**src/sv/spt_pkg.sv**
```systemverilog
// Package: shared types, codes and the descriptor builder for the section table engine.
`default_nettype none
package spt_pkg;

  typedef enum logic [2:0] {
    K_MAP_AT   = 3'd0,
    K_MAP_FREE = 3'd1,
    K_UNMAP    = 3'd2,
    K_CLEAR    = 3'd3,
    K_LOOKUP   = 3'd4
  } spt_kind_t;

  typedef enum logic [1:0] {
    ST_OK        = 2'd0,
    ST_NOT_FOUND = 2'd1,
    ST_OVERFLOW  = 2'd2
  } spt_status_t;

  typedef enum logic [1:0] {
    CM_WRITE_BACK    = 2'd0,
    CM_WRITE_THROUGH = 2'd1,
    CM_DEVICE        = 2'd2,
    CM_INHIBIT       = 2'd3
  } spt_cache_mode_t;

  typedef enum logic [2:0] {
    S_INIT,
    S_IDLE,
    S_MAP,
    S_SEARCH,
    S_UNMAP,
    S_CLEAR,
    S_LOOKUP,
    S_DONE
  } spt_state_t;

  localparam logic [1:0] SECTION_TYPE = 2'b10;
  localparam logic [2:0] TEX_WB       = 3'h5;
  localparam logic [2:0] TEX_WT       = 3'h6;
  localparam logic [1:0] AP_PRIV      = 2'h1;
  localparam logic [1:0] AP_RO        = 2'h2;
  localparam logic [1:0] AP_RW        = 2'h3;

  typedef struct packed {
    logic [2:0]  kind;
    logic [1:0]  space;
    logic [11:0] virt_section;
    logic [11:0] phys_section;
    logic [12:0] section_count;
    logic [2:0]  access_rights;
    logic [1:0]  cache_mode;
    logic        non_global;
  } spt_req_t;

  typedef struct packed {
    logic [1:0]  status;
    logic [11:0] found_section;
    logic [31:0] descriptor;
  } spt_result_t;

  // Low 20 bits of a section descriptor; the physical section fills bits 31:20.
  function automatic logic [19:0] build_desc_lo(input logic [2:0] rights,
                                                input logic [1:0] mode,
                                                input logic       ng,
                                                input logic       dce);
    logic [1:0] m;
    logic [1:0] ap;
    logic [2:0] tex;
    logic       c;
    logic       b;
    m   = dce ? mode : CM_INHIBIT;
    tex = 3'd0;
    c   = 1'b0;
    b   = 1'b0;
    if (!ng) begin
      ap = AP_PRIV;
    end else if (rights[0] && rights[1]) begin
      ap = AP_RW;
    end else if (rights[0]) begin
      ap = AP_RO;
    end else begin
      ap = AP_PRIV;
    end
    unique case (spt_cache_mode_t'(m))
      CM_WRITE_BACK: begin
        tex = TEX_WB;
        b   = 1'b1;
      end
      CM_WRITE_THROUGH: begin
        tex = TEX_WT;
        c   = 1'b1;
      end
      CM_DEVICE: begin
        b = 1'b1;
      end
      default: begin
        if (ng) begin
          tex = TEX_WT;
          c   = 1'b1;
        end
      end
    endcase
    return {2'b00, ng, 2'b00, tex, ap, 5'b00000, ~rights[2], c, b, SECTION_TYPE};
  endfunction

endpackage
`default_nettype wire

```
**src/sv/spt_ctrl.sv**
```systemverilog
// Sequencer: walks the table for maps, searches, clears and lookups.
`default_nettype none
module spt_ctrl import spt_pkg::*; #(
  parameter int ENTRIES    = 4096,
  parameter int NUM_SPACES = 4
) (
  input  wire logic                                  clk,
  input  wire logic                                  rst,
  input  wire logic                                  data_cache_enabled,
  input  wire logic                                  req_valid,
  output      logic                                  req_ready,
  input  wire spt_req_t                              req,
  output      logic                                  res_valid,
  input  wire logic                                  res_take,
  output      spt_result_t                           res,
  output      logic                                  mem_we,
  output      logic                                  mem_re,
  output      logic [$clog2(NUM_SPACES*ENTRIES)-1:0] mem_addr,
  output      logic [31:0]                           mem_wdata,
  input  wire logic [31:0]                           mem_rdata
);

  localparam int IW  = $clog2(ENTRIES);
  localparam int CW  = IW + 1;
  localparam int AW  = $clog2(NUM_SPACES*ENTRIES);
  localparam int SPW = (NUM_SPACES > 1) ? $clog2(NUM_SPACES) : 1;
  localparam logic [CW-1:0]  IDX_END  = CW'(ENTRIES);
  localparam logic [CW-1:0]  IDX_LAST = CW'(ENTRIES - 1);
  localparam logic [IW-1:0]  CHK_LAST = IW'(ENTRIES - 1);
  localparam logic [SPW-1:0] SP_LAST  = SPW'(NUM_SPACES - 1);
  localparam logic [AW-1:0]  ENT_A    = AW'(ENTRIES);

  spt_state_t  state, state_next;
  logic [CW-1:0]  idx, idx_next;
  logic [SPW-1:0] sp, sp_next;
  logic           rvalid;
  logic [IW-1:0]  chk_idx;
  logic [12:0]    cnt, cnt_next;
  logic [12:0]    i, i_next;
  logic [12:0]    run, run_next;
  logic [IW-1:0]  start, start_next;
  logic [11:0]    phys, phys_next;
  logic [19:0]    desc_lo, desc_lo_next;
  spt_result_t    res_next;

  logic [19:0]    lo_in;
  logic           virt_ok;
  logic           space_ok;
  logic [12:0]    run1;
  logic [IW-1:0]  start_c;

  assign lo_in    = build_desc_lo(req.access_rights, req.cache_mode, req.non_global,
                                  data_cache_enabled);
  assign virt_ok  = {1'b0, req.virt_section} < 13'(ENTRIES);
  assign space_ok = 9'(req.space) < 9'(NUM_SPACES);
  assign run1     = run + 13'd1;
  assign start_c  = (run == 13'd0) ? chk_idx : start;
  assign mem_addr = AW'(sp) * ENT_A + AW'(idx[IW-1:0]);

  always_comb begin
    state_next   = state;
    idx_next     = idx;
    sp_next      = sp;
    cnt_next     = cnt;
    i_next       = i;
    run_next     = run;
    start_next   = start;
    phys_next    = phys;
    desc_lo_next = desc_lo;
    res_next     = res;
    mem_we       = 1'b0;
    mem_re       = 1'b0;
    mem_wdata    = '0;
    req_ready    = (state == S_IDLE);
    res_valid    = (state == S_DONE);
    unique case (state)
      S_INIT: begin
        mem_we = 1'b1;
        if (idx == IDX_LAST) begin
          idx_next = '0;
          if (sp == SP_LAST) begin
            state_next = S_IDLE;
          end else begin
            sp_next = sp + SPW'(1);
          end
        end else begin
          idx_next = idx + CW'(1);
        end
      end
      S_IDLE: begin
        if (req_valid) begin
          cnt_next     = (req.section_count == 13'd0) ? 13'd1 : req.section_count;
          desc_lo_next = lo_in;
          phys_next    = req.phys_section;
          i_next       = '0;
          run_next     = '0;
          start_next   = '0;
          res_next     = '0;
          sp_next      = SPW'(req.space);
          idx_next     = '0;
          state_next   = S_DONE;
          if (req.kind <= K_LOOKUP) begin
            if (!space_ok) begin
              res_next.status = ST_NOT_FOUND;
            end else begin
              unique case (spt_kind_t'(req.kind))
                K_MAP_AT: begin
                  if (virt_ok) begin
                    idx_next            = CW'(req.virt_section);
                    res_next.descriptor = {req.phys_section, lo_in};
                    state_next          = S_MAP;
                  end else begin
                    res_next.status = ST_OVERFLOW;
                  end
                end
                K_MAP_FREE: state_next = S_SEARCH;
                K_UNMAP: begin
                  if (virt_ok) begin
                    idx_next   = CW'(req.virt_section);
                    state_next = S_UNMAP;
                  end
                end
                K_CLEAR:  state_next = S_CLEAR;
                K_LOOKUP: state_next = S_LOOKUP;
                default:  state_next = S_DONE;
              endcase
            end
          end
        end
      end
      S_MAP: begin
        if (idx == IDX_END) begin
          res_next.status = ST_OVERFLOW;
          state_next      = S_DONE;
        end else begin
          mem_we    = 1'b1;
          mem_wdata = {phys, desc_lo};
          phys_next = phys + 12'd1;
          idx_next  = idx + CW'(1);
          i_next    = i + 13'd1;
          if (i + 13'd1 == cnt) begin
            state_next = S_DONE;
          end
        end
      end
      S_UNMAP: begin
        mem_we     = 1'b1;
        state_next = S_DONE;
      end
      S_CLEAR: begin
        mem_we = 1'b1;
        if (idx == IDX_LAST) begin
          state_next = S_DONE;
        end else begin
          idx_next = idx + CW'(1);
        end
      end
      S_SEARCH: begin
        mem_re = (idx != IDX_END);
        if (mem_re) begin
          idx_next = idx + CW'(1);
        end
        if (rvalid) begin
          if (mem_rdata == 32'd0 && run1 >= cnt) begin
            res_next.found_section = 12'(start_c);
            res_next.descriptor    = {phys, desc_lo};
            idx_next               = CW'(start_c);
            i_next                 = '0;
            state_next             = S_MAP;
          end else begin
            if (mem_rdata == 32'd0) begin
              run_next   = run1;
              start_next = start_c;
            end else begin
              run_next = '0;
            end
            if (chk_idx == CHK_LAST) begin
              res_next.status = ST_NOT_FOUND;
              state_next      = S_DONE;
            end
          end
        end
      end
      S_LOOKUP: begin
        mem_re = (idx != IDX_END);
        if (mem_re) begin
          idx_next = idx + CW'(1);
        end
        if (rvalid) begin
          if (mem_rdata != 32'd0 && mem_rdata[31:20] == phys) begin
            res_next.found_section = 12'(chk_idx);
            state_next             = S_DONE;
          end else if (chk_idx == CHK_LAST) begin
            res_next.status = ST_NOT_FOUND;
            state_next      = S_DONE;
          end
        end
      end
      S_DONE: begin
        if (res_take) begin
          state_next = S_IDLE;
        end
      end
      default: state_next = S_IDLE;
    endcase
  end

  always_ff @(posedge clk) begin
    if (rst) begin
      state  <= S_INIT;
      idx    <= '0;
      sp     <= '0;
      rvalid <= 1'b0;
    end else begin
      state  <= state_next;
      idx    <= idx_next;
      sp     <= sp_next;
      rvalid <= mem_re;
    end
  end

  always_ff @(posedge clk) begin
    chk_idx <= idx[IW-1:0];
    cnt     <= cnt_next;
    i       <= i_next;
    run     <= run_next;
    start   <= start_next;
    phys    <= phys_next;
    desc_lo <= desc_lo_next;
    res     <= res_next;
  end

endmodule
`default_nettype wire

```
**config.mk**
```make
export PLATFORM = sky130hd
export DESIGN_NAME = spt_ctrl
export DESIGN_NICKNAME = d
export VERILOG_FILES = /design/src/sv/spt_pkg.sv /design/src/sv/spt_ctrl.sv
export SDC_FILE = /design/constraint.sdc
export NUM_CORES = 1
export LEC_CHECK = 0
export BUFFER_PORTS_ARGS = -buffer_cell sky130_fd_sc_hd__clkbuf_2
export CORE_MARGIN = 5
export CORE_UTILIZATION = 49
export DETAILED_ROUTE_END_ITERATION = 10
export PLACE_DENSITY = 0.76
export SYNTH_ARGS = -nofsm -noshare
export SYNTH_HDL_FRONTEND = slang
export SYNTH_SLANG_ARGS = --single-unit
export TNS_END_PERCENT = 20
```
**constraint.sdc**
```tcl
create_clock -name clk -period 3.39 [get_ports clk]
set_input_delay 0.678 -clock clk [delete_from_list [all_inputs] [get_ports clk]]
set_output_delay 0.678 -clock clk [all_outputs]
set_load 0.005 [all_outputs]
```
==> results_dict.tcl <==
set metrics [dict create \
    crit_required_ns 3.73 \
    portBuffers 160 \
    routedWlPerCell_um 17.9 \
    cts-root-buf "clkbuf_16" \
    period_minus_slack_ns 3.36 \
    ys_warn_count 0 \
    final_area_mm2 0.00959 \
    cts_hold_buf 0 \
    fmax_ghz 0.297 \
    worstReg2RegEnd "state[2]$_SDFFE_PP0P_" \
    grt_pass1_vias 6157 \
    hold_class "in -> reg" \
    crit_type "reg -> reg" \
    htree_levels 4 \
    drive_above_1_share 0.274 \
    synth_cell_types 62 \
    setup_ws_ns 0.0261 \
    num_vias 6674 \
    critPathCaptureType "flop" \
    via_per_inst 5.66 \
    rsz0062_at_grt "yes" \
    synth_top_area_share 0.410 \
    cts_tree "done" \
    cts_buffers 17 \
    async_reset_ff_frac 0 \
    min-delay-start "req[11]" \
    p_total_mw 3.73 \
    die-area_mm2 0.0185 \
    placed_area_mm2 0.00882 \
    irDropWorstVdd_uv 285 \
    areaGrowthSynthToFinish_pct 23.5 \
    whs_path_depth 1 \
    synth-seq-cells 137 \
    dieHeight_um 136 \
    avgSynthCellArea_um2 9.92 \
    dp.final_hpwl_mm 15.5 \
    cts_buffer_depth 2 \
    grt_usage 0.223 \
    synth_top_area_cell "edfxtp_1" \
    final-setup-viol-count 0 \
    diodes 0 \
    period_share 0.992 \
    clock-skew-final_ns 0.0101 \
    synth-edff-count 106 \
    layout.nets 1055 \
    p_per_area_mw_per_mm2 389 \
    clk_latency_ns 0.42 \
    pre_cts_slack_ns -0.192 \
    tns_ns 0 \
    drtAntennaViolNets 0 \
    initialDrtViolationCount 729 \
    outcome "completed" \
    core_mm2 0.0157 \
    initial_core_util 0.494 \
    worst_slew_pin_slew_ns 0.651 \
    start_kind "flop" \
    totalWireLength_mm 21.1 \
    reg2regPathDepth 16 \
    min_to "cnt[5]$_SDFFCE_PN0P_" \
    hold_viol_final 0 \
    synth_cells 783 \
    leakagePower_nw 4.10 \
    drv_cap 0 \
    worstPathMaxFanout 4 \
    maxSlewHeadroom 0.562 \
    slew_violations 0 \
    antenna_found_initial 0 \
    io_pins 181 \
    grt-ovfl-total 0 \
    clk_pin_slew_worst_paths_ns 0.06 \
    rows 46 \
    drc 0 \
    drt_pre_antenna_iters 5 \
    syn_area_mm2 0.00777 \
    grt_pass1_wl_mm 32.0 \
    synthTopCellsByArea "edfxtp_1 41%, dfxtp_1 8.0%, nand2_1 3.5%" \
    chipWidth_um 136 \
    ys_seq_area_frac 0.490 \
    arrival_ns 3.71 \
    r2r_slack_ns 0.03 \
    gp_congestion 0.932 \
    layout.core_utilization 0.611 \
    synth_ff_type "edfxtp_1" \
    grt_max_degree 26 \
    r2r_start "run[0]$_SDFFCE_PN0P_" \
    cts.sinks 137 \
]
==> power by group <==
group,switching [mW],internal [mW],total (mW)
sequential,0.00890,1.80,1.81
combinational,0.0663,0.0610,0.127
clock,0.675,1.12,1.79
total,0.750,2.98,3.73
==> repair_timing <==
item	in CTS	in global routing
pin swaps	0	27
setup endpoints to repair	34	108
buffers inserted	0	7
gates resized for setup	6	27
==> synthesized netlist by cell type (3+ instances only) <==
cell type and count:
a221oi_1 4, a21oi_1 26, o211ai_1 3, o22ai_1 4, a21o_1 17, nor3_1 11, buf_2 10, clkbuf_1 35
nand2b_1 8, nor3b_1 5, o2111ai_1 3, buf_4 34, xor2_1 26, dfxtp_1 31, a31oi_1 3, edfxtp_1 106
a22o_1 22, o21ai_0 40, nand2_1 73, nand4_1 9, nor4_1 20, a211oi_1 6, and4_1 7, nand3_1 29
and2_1 22, xnor2_1 29, o31ai_1 3, nor2_1 70, mux2i_1 10, and3_1 23, ha_1 20, nor2b_1 9
nor4b_1 3, inv_1 27
==> through the flow <==
step                      hold slack [ns]  cells
after floorplan                     0.347    802
after global placement              0.427   1140
after detailed placement            0.423   1140
after CTS                           0.440   1172
after global routing                0.443   1179
final                               0.452   1179
==> routing by layer <==
layer  part of all wire  GRT usage  routed length [um]
met5                  0          0                   0
met4              0.019     0.0739                 411
met3               0.11     0.0570                2310
met2               0.45      0.340                9440
met1               0.42      0.311                8950
==> flip-flops by register name, indices dropped and copies added, names as in the netlist <==
signal,count
start,12
cnt,13
sp,2
idx,13
i,13
desc_lo,8
rvalid,1
run,13
chk_idx,12
state,3
res,35
phys,12
==> layout make-up <==
| class | count | area (um^2) |
|---|---|---|
| Sequential cell | 137 | 3800 |
| Timing Repair Buffer | 209 | 1220 |
| Inverter | 28 | 105 |
| Clock inverter | 8 | 96.3 |
| Tap cell | 216 | 270 |
| Multi-Input combinational cell | 557 | 3630 |
| Fill cell | 1309 | 6120 |
| Clock buffer | 24 | 472 |
==> cells by family after synthesis <==
logic type                 Yosys count  share of synthesized area
AOI/OAI and AO/OA                  156                      0.141
xor gates and xnor gates            55                     0.0620
adders and majority gates           20                     0.0322
buffers and inverters              108                     0.0702
DFF                                137                      0.490
muxes                               10                     0.0129
other                                1                   0.000483
and+or+nand+nor                    296                      0.191
==> worst max path at each step <==
stage / startpoint / endpoint / slack [ns] / cells past startpoint
floorplan: run[0]$_SDFFCE_PN0P_ / res[10]$_DFFE_PP_ / -0.16 / 15
global placement: run[0]$_SDFFCE_PN0P_ / i[7]$_SDFFCE_PN0P_ / -0.11 / 12
detailed placement: run[0]$_SDFFCE_PN0P_ / i[8]$_SDFFCE_PN0P_ / -0.19 / 12
CTS: run[0]$_SDFFCE_PN0P_ / idx[12]$_SDFFE_PP0P_ / -0.12 / 16
global route: run[0]$_SDFFCE_PN0P_ / state[2]$_SDFFE_PP0P_ / -0.12 / 16
finish: run[0]$_SDFFCE_PN0P_ / state[2]$_SDFFE_PP0P_ / 0.03 / 16
==> placed cells by master, fill, tap and decap left out, types with 22 or more instances in the layout <==
| cell type | instances |
|---|---|
| and2_1 | 22 |
| nor2_1 | 67 |
| inv_1 | 27 |
| a22o_1 | 22 |
| dfxtp_1 | 31 |
| o21ai_0 | 35 |
| buf_4 | 41 |
| nand2_1 | 72 |
| a21oi_1 | 26 |
| clkbuf_2 | 160 |
| xnor2_1 | 27 |
| edfxtp_1 | 106 |
| xor2_1 | 24 |
| nand3_1 | 28 |
==> critical path, stage by stage, from the launching register on <==
cell and delay [ns]:
edfxtp_1 0.40, ha_2 0.21, nand2_2 0.06, nor2_2 0.12, and3_4 0.22, nand3_4 0.07, xnor2_2 0.14, ha_1 0.30
a21o_1 0.15, a21o_1 0.15, a221o_1 0.34, a31oi_4 0.21, and2b_1 0.25, buf_6 0.13, o311ai_4 0.26, nand2b_1 0.10
a211oi_2 0.17
(Power assumes the default switching activity.)
